--- config.mk ---
export PLATFORM = sky130hd
export DESIGN_NAME = cpdq_ctrl
export DESIGN_NICKNAME = d
export VERILOG_FILES = /design/src/design/cpdq_pkg.sv /design/src/design/cpdq_ctrl.sv
export SDC_FILE = /design/constraint.sdc
export NUM_CORES = 1
export LEC_CHECK = 0
export ABC_AREA = 1
export BUFFER_PORTS_ARGS = -buffer_cell sky130_fd_sc_hd__buf_2
export CELL_PAD_IN_SITES_DETAIL_PLACEMENT = 1
export CELL_PAD_IN_SITES_GLOBAL_PLACEMENT = 2
export CORE_AREA = 2 2 91 93
export DETAILED_ROUTE_END_ITERATION = 7
export DIE_AREA = 0 0 93 95
export GPL_TIMING_DRIVEN = 0
export PLACE_DENSITY_LB_ADDON = 0.3
export SYNTH_ARGS = -nofsm -noshare
export SYNTH_HDL_FRONTEND = slang
export SYNTH_SLANG_ARGS = --single-unit
--- constraint.sdc ---
create_clock -name clk -period 5.5 [get_ports clk]
set_clock_uncertainty 0.2 [all_clocks]
set_input_delay 0.55 -clock clk [delete_from_list [all_inputs] [get_ports clk]]
set_output_delay 0.55 -clock clk [all_outputs]
set_load 0.03 [all_outputs]
--- src/design/cpdq_pkg.sv ---
// Shared types, constants, arithmetic helpers and micro-program for the quadrotor control core.
package cpdq_pkg;

  localparam int DW        = 32;
  localparam int FRAC      = 16;
  localparam int QW        = DW + FRAC;
  localparam int CNT_W     = $clog2(QW);
  localparam int CFG_IDX_W = 4;
  localparam int GW        = 31;
  localparam int NUM_GAINS = 8;
  localparam int PROG_LEN  = 60;
  localparam int PC_W      = $clog2(PROG_LEN);

  typedef logic signed [DW-1:0] fix_t;

  localparam fix_t FIX_MAX  = {1'b0, {(DW-1){1'b1}}};
  localparam fix_t FIX_MIN  = {1'b1, {(DW-1){1'b0}}};
  localparam fix_t FIX_ONE  = fix_t'(1) <<< FRAC;
  localparam fix_t FIX_MONE = -FIX_ONE;

  typedef struct packed {
    logic            req_type;
    fix_t            target_altitude;
    fix_t            target_x;
    fix_t            target_y;
    fix_t            target_yaw_rate;
    fix_t            meas_altitude;
    fix_t            meas_roll;
    fix_t            meas_pitch;
    fix_t            meas_yaw_rate;
    fix_t            meas_vx;
    fix_t            meas_vy;
    logic [GW-1:0]   step_time;
  } tick_t;

  typedef struct packed {
    fix_t motor_1;
    fix_t motor_2;
    fix_t motor_3;
    fix_t motor_4;
    fix_t pitch_setpoint;
    fix_t roll_setpoint;
  } motor_t;

  // Gain register indexes
  typedef enum logic [2:0] {
    GAIN_ALT_KP, GAIN_ALT_KD, GAIN_HOVER, GAIN_ATT_KP,
    GAIN_ATT_KD, GAIN_YAW_KP, GAIN_VEL_KP, GAIN_VEL_KD
  } gain_idx_t;

  typedef enum logic [2:0] {
    OP_MOV, OP_ADD, OP_SUB, OP_CLAMP, OP_MUL, OP_DIV
  } op_t;

  typedef enum logic [5:0] {
    S_ZERO, S_TA, S_TX, S_TY, S_TYR, S_MA, S_MR, S_MP, S_MYR, S_MVX, S_MVY,
    S_G_AKP, S_G_AKD, S_G_HOVER, S_G_TKP, S_G_TKD, S_G_YKP, S_G_VKP, S_G_VKD,
    S_PA, S_PP, S_PR, S_PVX, S_PVY,
    S_T0, S_T1, S_T2, S_T3, S_T4, S_T5, S_T6, S_PSP, S_RSP
  } src_t;

  typedef enum logic [4:0] {
    D_T0, D_T1, D_T2, D_T3, D_T4, D_T5, D_T6,
    D_PA, D_PP, D_PR, D_PVX, D_PVY,
    D_PSP, D_RSP, D_M1, D_M2, D_M3, D_M4
  } dst_t;

  typedef enum logic [1:0] {W_ALL, W_VEL, W_ATT} when_t;

  typedef enum logic [1:0] {ST_IDLE, ST_RUN, ST_WAIT, ST_DONE} ctrl_state_t;

  typedef struct packed {
    op_t   op;
    dst_t  dst;
    src_t  a;
    src_t  b;
    when_t when;
  } instr_t;

  typedef struct packed {
    logic   load;
    logic   issue;
    instr_t instr;
    logic   publish;
  } dp_cmd_t;

  typedef struct packed {
    logic mode;
    logic done;
  } dp_status_t;

  function automatic fix_t sat_add(fix_t a, fix_t b);
    logic [DW:0] s;
    s = {a[DW-1], a} + {b[DW-1], b};
    if (s[DW] != s[DW-1]) return s[DW] ? FIX_MIN : FIX_MAX;
    return s[DW-1:0];
  endfunction

  function automatic fix_t sat_sub(fix_t a, fix_t b);
    logic [DW:0] s;
    s = {a[DW-1], a} - {b[DW-1], b};
    if (s[DW] != s[DW-1]) return s[DW] ? FIX_MIN : FIX_MAX;
    return s[DW-1:0];
  endfunction

  function automatic fix_t clamp_one(fix_t e);
    if (e > FIX_ONE) return FIX_ONE;
    if (e < FIX_MONE) return FIX_MONE;
    return e;
  endfunction

  function automatic logic [DW-1:0] mag(fix_t a);
    return a[DW-1] ? DW'(-a) : DW'(a);
  endfunction

  // Apply sign to a magnitude, saturating to the format
  function automatic fix_t sat_mag(logic neg, logic [QW-1:0] m);
    logic [QW-1:0] lim;
    logic [QW-1:0] v;
    lim = neg ? (QW'(1) << (DW-1)) : ((QW'(1) << (DW-1)) - QW'(1));
    v = (m > lim) ? lim : m;
    return neg ? fix_t'(-v[DW-1:0]) : fix_t'(v[DW-1:0]);
  endfunction

  function automatic instr_t mk(op_t op, dst_t d, src_t a, src_t b, when_t w);
    instr_t i;
    i.op = op; i.dst = d; i.a = a; i.b = b; i.when = w;
    return i;
  endfunction

  // Micro-program: setpoint copy or velocity loops, then altitude, pitch, roll, yaw, then mixing
  function automatic instr_t prog(logic [PC_W-1:0] pc);
    instr_t i;
    unique case (pc)
      6'd0:  i = mk(OP_MOV,   D_PSP, S_TX,      S_ZERO, W_ATT);
      6'd1:  i = mk(OP_MOV,   D_RSP, S_TY,      S_ZERO, W_ATT);
      6'd2:  i = mk(OP_SUB,   D_T0,  S_TX,      S_MVX,  W_VEL);
      6'd3:  i = mk(OP_SUB,   D_T1,  S_T0,      S_PVX,  W_VEL);
      6'd4:  i = mk(OP_DIV,   D_T1,  S_T1,      S_ZERO, W_VEL);
      6'd5:  i = mk(OP_CLAMP, D_T2,  S_T0,      S_ZERO, W_VEL);
      6'd6:  i = mk(OP_MUL,   D_T2,  S_G_VKP,   S_T2,   W_VEL);
      6'd7:  i = mk(OP_MUL,   D_T1,  S_G_VKD,   S_T1,   W_VEL);
      6'd8:  i = mk(OP_ADD,   D_PSP, S_T2,      S_T1,   W_VEL);
      6'd9:  i = mk(OP_MOV,   D_PVX, S_T0,      S_ZERO, W_VEL);
      6'd10: i = mk(OP_SUB,   D_T0,  S_TY,      S_MVY,  W_VEL);
      6'd11: i = mk(OP_SUB,   D_T1,  S_T0,      S_PVY,  W_VEL);
      6'd12: i = mk(OP_DIV,   D_T1,  S_T1,      S_ZERO, W_VEL);
      6'd13: i = mk(OP_CLAMP, D_T2,  S_T0,      S_ZERO, W_VEL);
      6'd14: i = mk(OP_MUL,   D_T2,  S_G_VKP,   S_T2,   W_VEL);
      6'd15: i = mk(OP_SUB,   D_T2,  S_ZERO,    S_T2,   W_VEL);
      6'd16: i = mk(OP_MUL,   D_T1,  S_G_VKD,   S_T1,   W_VEL);
      6'd17: i = mk(OP_SUB,   D_RSP, S_T2,      S_T1,   W_VEL);
      6'd18: i = mk(OP_MOV,   D_PVY, S_T0,      S_ZERO, W_VEL);
      6'd19: i = mk(OP_SUB,   D_T0,  S_TA,      S_MA,   W_ALL);
      6'd20: i = mk(OP_SUB,   D_T1,  S_T0,      S_PA,   W_ALL);
      6'd21: i = mk(OP_DIV,   D_T1,  S_T1,      S_ZERO, W_ALL);
      6'd22: i = mk(OP_CLAMP, D_T2,  S_T0,      S_ZERO, W_ALL);
      6'd23: i = mk(OP_MUL,   D_T2,  S_G_AKP,   S_T2,   W_ALL);
      6'd24: i = mk(OP_MUL,   D_T1,  S_G_AKD,   S_T1,   W_ALL);
      6'd25: i = mk(OP_ADD,   D_T2,  S_T2,      S_T1,   W_ALL);
      6'd26: i = mk(OP_ADD,   D_T3,  S_G_HOVER, S_T2,   W_ALL);
      6'd27: i = mk(OP_MOV,   D_PA,  S_T0,      S_ZERO, W_ALL);
      6'd28: i = mk(OP_SUB,   D_T0,  S_PSP,     S_MP,   W_ALL);
      6'd29: i = mk(OP_SUB,   D_T1,  S_T0,      S_PP,   W_ALL);
      6'd30: i = mk(OP_DIV,   D_T1,  S_T1,      S_ZERO, W_ALL);
      6'd31: i = mk(OP_CLAMP, D_T2,  S_T0,      S_ZERO, W_ALL);
      6'd32: i = mk(OP_MUL,   D_T2,  S_G_TKP,   S_T2,   W_ALL);
      6'd33: i = mk(OP_SUB,   D_T2,  S_ZERO,    S_T2,   W_ALL);
      6'd34: i = mk(OP_MUL,   D_T1,  S_G_TKD,   S_T1,   W_ALL);
      6'd35: i = mk(OP_SUB,   D_T4,  S_T2,      S_T1,   W_ALL);
      6'd36: i = mk(OP_MOV,   D_PP,  S_T0,      S_ZERO, W_ALL);
      6'd37: i = mk(OP_SUB,   D_T0,  S_RSP,     S_MR,   W_ALL);
      6'd38: i = mk(OP_SUB,   D_T1,  S_T0,      S_PR,   W_ALL);
      6'd39: i = mk(OP_DIV,   D_T1,  S_T1,      S_ZERO, W_ALL);
      6'd40: i = mk(OP_CLAMP, D_T2,  S_T0,      S_ZERO, W_ALL);
      6'd41: i = mk(OP_MUL,   D_T2,  S_G_TKP,   S_T2,   W_ALL);
      6'd42: i = mk(OP_MUL,   D_T1,  S_G_TKD,   S_T1,   W_ALL);
      6'd43: i = mk(OP_ADD,   D_T5,  S_T2,      S_T1,   W_ALL);
      6'd44: i = mk(OP_MOV,   D_PR,  S_T0,      S_ZERO, W_ALL);
      6'd45: i = mk(OP_SUB,   D_T0,  S_TYR,     S_MYR,  W_ALL);
      6'd46: i = mk(OP_CLAMP, D_T0,  S_T0,      S_ZERO, W_ALL);
      6'd47: i = mk(OP_MUL,   D_T6,  S_G_YKP,   S_T0,   W_ALL);
      6'd48: i = mk(OP_SUB,   D_T0,  S_T3,      S_T5,   W_ALL);
      6'd49: i = mk(OP_ADD,   D_T0,  S_T0,      S_T4,   W_ALL);
      6'd50: i = mk(OP_ADD,   D_M1,  S_T0,      S_T6,   W_ALL);
      6'd51: i = mk(OP_SUB,   D_T0,  S_T3,      S_T5,   W_ALL);
      6'd52: i = mk(OP_SUB,   D_T0,  S_T0,      S_T4,   W_ALL);
      6'd53: i = mk(OP_SUB,   D_M2,  S_T0,      S_T6,   W_ALL);
      6'd54: i = mk(OP_ADD,   D_T0,  S_T3,      S_T5,   W_ALL);
      6'd55: i = mk(OP_SUB,   D_T0,  S_T0,      S_T4,   W_ALL);
      6'd56: i = mk(OP_ADD,   D_M3,  S_T0,      S_T6,   W_ALL);
      6'd57: i = mk(OP_ADD,   D_T0,  S_T3,      S_T5,   W_ALL);
      6'd58: i = mk(OP_ADD,   D_T0,  S_T0,      S_T4,   W_ALL);
      6'd59: i = mk(OP_SUB,   D_M4,  S_T0,      S_T6,   W_ALL);
      default: i = mk(OP_MOV, D_T0,  S_ZERO,    S_ZERO, W_ALL);
    endcase
    return i;
  endfunction

endpackage

--- src/design/cpdq_ctrl.sv ---
// Controller: steps the micro-program and runs the tick and result handshakes.
module cpdq_ctrl (
  input  logic                  clk,
  input  logic                  rst,
  input  logic                  tick_valid,
  output logic                  tick_ready,
  output logic                  out_valid,
  input  logic                  out_ready,
  output cpdq_pkg::dp_cmd_t     cmd,
  input  cpdq_pkg::dp_status_t  status
);
  import cpdq_pkg::*;

  ctrl_state_t      state, state_next;
  logic [PC_W-1:0]  pc, pc_next;
  logic             out_valid_next;
  instr_t           ins;
  logic             skip, last;

  // Hold state, program counter and output valid
  always_ff @(posedge clk) begin
    if (rst) begin
      state     <= ST_IDLE;
      pc        <= '0;
      out_valid <= 1'b0;
    end else begin
      state     <= state_next;
      pc        <= pc_next;
      out_valid <= out_valid_next;
    end
  end

  // Sequence instructions; multiply and divide wait for the unit
  always_comb begin
    ins            = prog(pc);
    skip           = (ins.when == W_VEL && !status.mode) ||
                     (ins.when == W_ATT && status.mode);
    last           = (pc == PC_W'(PROG_LEN-1));
    state_next     = state;
    pc_next        = pc;
    tick_ready     = 1'b0;
    cmd.load       = 1'b0;
    cmd.issue      = 1'b0;
    cmd.instr      = ins;
    cmd.publish    = 1'b0;
    out_valid_next = out_valid && !out_ready;
    unique case (state)
      ST_IDLE: begin
        tick_ready = !rst;
        if (tick_valid && !rst) begin
          cmd.load   = 1'b1;
          pc_next    = '0;
          state_next = ST_RUN;
        end
      end
      ST_RUN: begin
        if (!skip) cmd.issue = 1'b1;
        if (!skip && (ins.op == OP_MUL || ins.op == OP_DIV)) begin
          state_next = ST_WAIT;
        end else if (last) begin
          state_next = ST_DONE;
        end else begin
          pc_next = pc + 1'b1;
        end
      end
      ST_WAIT: begin
        if (status.done) begin
          if (last) begin
            state_next = ST_DONE;
          end else begin
            pc_next    = pc + 1'b1;
            state_next = ST_RUN;
          end
        end
      end
      ST_DONE: begin
        if (!out_valid || out_ready) begin
          cmd.publish    = 1'b1;
          out_valid_next = 1'b1;
          state_next     = ST_IDLE;
        end
      end
      default: state_next = ST_IDLE;
    endcase
  end

`ifndef NO_ASSERTIONS
  a_start: assert property (@(posedge clk) disable iff (rst)
    tick_valid && tick_ready |=> state == ST_RUN && pc == '0)
    else $error("tick beat did not start the program");
  a_done_wait: assert property (@(posedge clk) disable iff (rst)
    status.done |-> state == ST_WAIT)
    else $error("unit finished outside a wait");
  a_publish: assert property (@(posedge clk) disable iff (rst)
    cmd.publish |=> out_valid && state == ST_IDLE)
    else $error("published result not presented");
`endif

endmodule

## After elaboration in Yosys (flattened, before gate mapping)

Memory sizes are Yosys's and may differ from the RTL's. A register that Yosys moved wholly into a read port is not among the register bits.
Index checks and enable logic that the tools add are counted.

- Flip-flop bits (word level): 9
- ROM bits: 1344
- Bits of input ports: 6
- Output and inout bits: 27
- Word-level logic and storage cells: 58
- Memories: 1

- $add $sub $neg: 1
- Equality and inequality tests: 13
- Muxes and demuxes: 23
- Reduce and logical (&&, ||, !) cells: 17

Memory list:

| name | depth | bits a word | rd ports | clocked after Yosys merged registers in | write ports | line | text |
|---|---|---|---|---|---|---|---|
| (no name shown) | 64 | 21 | 1 | 1 | 0 | cpdq_pkg.sv:134 | `unique case (pc)` |

Operator list:

| cell | number |
|---|---|
| two-way mux 6 bit | 6 |
| one-hot mux 6 bit (3 select lines) | 1 |
| two-way mux 2 bit | 6 |
| two-way mux 1 bit | 9 |
| inequality test 2 bit, second input constant | 4 |
| one-hot mux 2 bit (4 select lines) | 1 |
| AND reduction 4 bit | 2 |
| adder 6 x 1 -> 6 bit, second input constant | 1 |
| equality test 2 bit, second input constant | 3 |
| equality test 3 bit, second input constant | 2 |
| equality test 6 bit, second input constant | 1 |
| logical AND 1 bit | 5 |
| logical NOT 1 bit | 5 |
| equality test 2 x 1 -> 1 bit, second input constant | 2 |
| logical OR 1 bit | 3 |
| inequality test 3 bit, second input constant | 1 |
| nonzero test 3 bit | 1 |
| logical NOT 2 bit | 1 |

## Depth between registers and ports, before layout

- Depth after elaboration: 9
- Depth in mapped cells: 19
- Depth with buffers taken out: 18

## Least setup slack after synthesis

Ideal clock, no wire load.

- Path type: input to register
- From: in rst
- To: reg, netlist name ins[2]
- Library setup time: 112 ps
- Data arrival time: 2301 ps
- Setup slack: 2886 ps
- Stages: 19
- Path through: inv_4 -> nand2_1 -> nand2_1 -> nand3_2 -> inv_2 -> nand2_4 -> nand2_1 -> nand3_1 -> buf_2 -> ha_1 -> inv_1 -> nand2_1 -> inv_1 -> nand2_1 -> nand2_1 -> nor2_1 -> nor2_1 -> nand2_1 -> nand2_1

- Cells in the longest elaborated chain, start to end: 6

Ends and longest elaborated chain:

| what | line | text |
|---|---|---|
| start, declared | cpdq_ctrl.sv:4 | `input logic rst,` |
| logical NOT 1 bit | cpdq_ctrl.sv:50 | `if (tick_valid && !rst) begin` |
| logical AND 1 bit | cpdq_ctrl.sv:50 |  |
| inequality test 2 bit (no line) | -- |  |
| AND reduction 4 bit (no line) | -- |  |
| two-way mux 6 bit (no line) | -- |  |
| two-way mux 6 bit (no line) * | -- |  |

Every way passes the cells marked *; elsewhere a longest branch is shown, timed or not.
A chain may end at the register's enable or synchronous reset.

## Worst setup path after layout

- From: reg state[0]
- To: reg, netlist name ins[2]

- Cells in the longest elaborated chain, start to end: 5
- Elaborated cells on any way between the ends: 11

Ends and longest elaborated chain:

| what | line | text |
|---|---|---|
| start, declared | cpdq_ctrl.sv:14 | `ctrl_state_t state, state_next;` |
| start signal, assigned | cpdq_ctrl.sv:27 | `state <= state_next;` |
| equality test 2 x 1 -> 1 bit (tied with other cells) | cpdq_ctrl.sv:47 | `unique case (state)` |
| inequality test 2 bit (no line) or nonzero test 3 bit (tied branches) | -- |  |
| AND reduction 4 bit (no line) | -- |  |
| two-way mux 6 bit (no line) * (2 in a row) | -- |  |

Marks and branches as above.

==> key figures <==
GRT
  – First-pass GRT wire length: 16.0 mm
  – Grt total ovfl: 0
  – Total track usage: 0.238
  – Vias in the first global route: 2,980
  – Initial antenna violation count: 0
  – Pin count of the biggest net entering global routing: 13

Floorplanning
  – Die height: 95 microns
  – CORE AREA: around 7900 sq um
  – Width of the chip: roughly 93 microns
  – FP Rows: 33
  – Die ar.: 8840 sq um
  – Initial Utilization: 0.312
  – I/O pin total: 33

Logic synthesis
  – Netlist cell types: 34
  – Post-synth top area cell: nand2_1
  – Post-synth top cells: nand2_1 (166), nand3_1 (61), inv_1 (34), dfxtp_1 (30), nor2_1 (27)
  – Mapped Cells: around 420
  – Async SR Flop Fraction: 0
  – Synth Flop Type: dfxtp_1
  – Most frequent cell after synthesis: nand2_1
  – Top cell type's share of synthesized area: 0.252
  – Post-Syn Area: 2470 sq um
  – Post-synth EDFFs: 0
  – Yosys warns: 0
  – Main area contributors after synthesis: nand2_1 (25%), dfxtp_1 (24%), nand3_1 (12%)
  – Number of synthesized register bits: 30
  – Seq/Total Area, Yosys: 0.243
  – Syn avg cell area: between 5 and 6 sq um
  – Synth Net Count: 440

Route
  – Met2 wire len: 4.25 mm
  – Vias per inst: approximately 5.3
  – Routed len/inst: 17.6 microns
  – DRT iter0 DRCs: 323
  – Post-DRT Antenna Nets: 0
  – Routed vias: 3,001
  – First-pass DRT Iterations: 6
  – WL met3: 695 microns
  – Final wirelength: 10.0 mm
  – Highest Signal Layer: met4
  – Wire length on met1: 4.67 mm
  – Drt drc: 0

Clock network
  – Level count of the clock H-tree: 2
  – CTS tree: built
  – Clk buf depth: 2
  – Clk slew on worst S/H paths: around 70 ps
  – Num Clock Sinks: 30
  – CTS Hold Bufs: 0
  – Post-CTS sizing: 0
  – CTS Buf Count: 5
  – Post-CTS setup buffers: 0
  – Clk_lat worst skew: 300 ps
  – Clk root buf: clkbuf_8

Cells and area
  – Layout area overhead: 15.3%
  – # fillers: 1,129
  – Post-Layout Cell Count: 568
  – Area of the multi-input gates: 1610 sq um
  – Nets: 478
  – Fraction of layout cells with a size suffix above 1: 0.162
  – Area of all sequential standard cells: 601 sq um
  – Post-route cell area: 2850 sq um
  – Ant. Diodes: 0

Worst setup path
  – Worst path arrival time: about 3300 ps
  – WP data required: roughly 5500 ps
  – Setup CP Type: flip-flop to flip-flop
  – FF-to-FF setup slack: 2210 ps
  – R2r endpoint: ins[2]
  – Reg-to-reg startpoint: state[0]
  – Crit Path Max Fanout: 11
  – Reg2Reg Depth: 18
  – Crit path capture type: flip-flop
  – Startpoint types: flip-flop

Status
  – Outcome: finished clean

Pwr
  – PwrDens: 602 nW/um^2
  – Cell Int Power: roughly 0.73 mW
  – Switching power: roughly 1 mW
  – Clk pwr share: 0.116
  – Static Leak: 1.55 nW
  – Flop pwr share: 0.189
  – Comb power frac: 0.694
  – VDD IR max: 0.156 mV
  – Sw Share: 0.576

Placed design
  – Pre-CTS WS: between 2000 and 2500 ps
  – Port Buf Inserts: 31
  – Inst Count DP: 560
  – Routability cong.: between 0.9 and 1
  – DP Area: 2760 sq um
  – HPWL after DPL: 7.45 mm

STA
  – RSZ-0062 raised after global routing: no
  – Rel. slew slack: 0.583
  – Tmin final: 3290 ps
  – Least-Margin Pin Slew: between 600 and 700 ps
  – Setup ws final: 2210 ps
  – Max-slew violations: 0
  – Fin crit share: 0.598
  – Fmax: 304 MHz
  – Final setup fails: 0
  – Setup_tns: 0 ps
  – Fin. Hold Viols: 0

Hold path
  – Type of the most critical hold path: flip-flop to flip-flop
  – Worst Hold Path EP: state[1]
  – Worst min-delay path startpoint: state[1]
  – Worst hold stages: 1

Run
  – Max cap viols: 0
==> flip-flops by register name, summed over array words and instances (netlist names) <==
signal,flops
ins,21
out_valid,1
pc,6
state,2
==> metrics by stage <==
step           hold slack, ps  power [mW]  utilization
3_3_place_gp              268        1.49        0.348
5_1_grt                   332        1.86        0.360
2_1_floorplan             253        1.16            -
4_1_cts                   297        1.70        0.360
3_5_place_dp              286        1.49        0.348
6_report                  293        1.72        0.360
==> cell type report <==
cell class | count | area share
clock buffers | 7 | 0.0303
inverters | 42 | 0.0562
plain buffers | 17 | 0.0360
repair buffers | 31 | 0.0544
multi-input cells | 335 | 0.565
well taps | 105 | 0.0461
flip-flops and latches | 30 | 0.211
clock inverters | 1 | 0.00176
==> cell families (layout without fill, tap and decap cells) <==
group | Yosys count | count (layout) | synth area share
AOI/OAI and AO/OA | 41 | 41 | 0.0921
xor gates and xnor gates | 2 | 2 | 0.00709
adders and majority gates | 10 | 10 | 0.0506
buffers and inverters | 59 | 98 | 0.106
DFF | 30 | 30 | 0.243
other | 1 | 1 | 0.00152
and+or+nand+nor | 281 | 281 | 0.500
==> worst max path at each step <==
| stage | slack (ps) | start | to | cells after the start |
|---|---|---|---|---|
| 6_report | 2210 | state[0] | ins[2] | 18 |
| 5_1_grt | 2020 | state[0] | ins[2] | 18 |
| 4_1_cts | 2280 | state[0] | ins[2] | 18 |
| 3_5_place_dp | 2140 | rst | ins[2] | 19 |
| 3_3_place_gp | 2090 | rst | ins[2] | 19 |
| 2_1_floorplan | 2890 | rst | ins[2] | 19 |
==> cell usage in the layout (no fill, tap or decap), types with 2 or more instances in the layout <==
| cell | n |
|---|---|
| nand4_1 | 10 |
| nand3_2 | 3 |
| nor2_4 | 2 |
| o211ai_1 | 4 |
| ha_1 | 10 |
| nand3_1 | 61 |
| nor2_1 | 27 |
| nand2_1 | 166 |
| nand2_2 | 3 |
| clkbuf_8 | 6 |
| dfxtp_1 | 30 |
| o21ai_0 | 5 |
| buf_6 | 2 |
| inv_2 | 7 |
| buf_4 | 3 |
| nor2_2 | 2 |
| o21ai_1 | 13 |
| inv_1 | 34 |
| a21oi_1 | 15 |
| clkbuf_1 | 2 |
| xor2_1 | 2 |
| nor3_1 | 2 |
| buf_2 | 41 |
==> critical path, stage by stage, from the launching register on <==
cell     delay [ps]
dfxtp_1         420
inv_1           110
ha_1            230
nand2_1         110
nand3_2         100
inv_2           100
nand2_4          90
nand2_1         100
nand3_2         280
ha_1            490
inv_1           100
nand2_1         160
inv_1            70
nand2_1         260
nand2_1          90
nor2_1          110
nor2_1           40
nand2_1          60
nand2_1          50
==> routing by layer <==
layer,global-route usage,vias up
met5,0,-
met4,0.109,0
met3,0.0311,39
met2,0.369,142
met1,0.327,1376
li1,-,1444
==> power by group through the flow <==
stage / Combinational, mW / Clock (mW) / Sequential, mW
after detailed placement: 1.16 / 0 / 0.330
final: 1.19 / 0.200 / 0.325
after global routing: 1.31 / 0.215 / 0.335
after global placement: 1.16 / 0 / 0.328
after CTS: 1.17 / 0.206 / 0.325
after floorplan: 0.735 / 0 / 0.426
(Power assumes the default switching activity.)
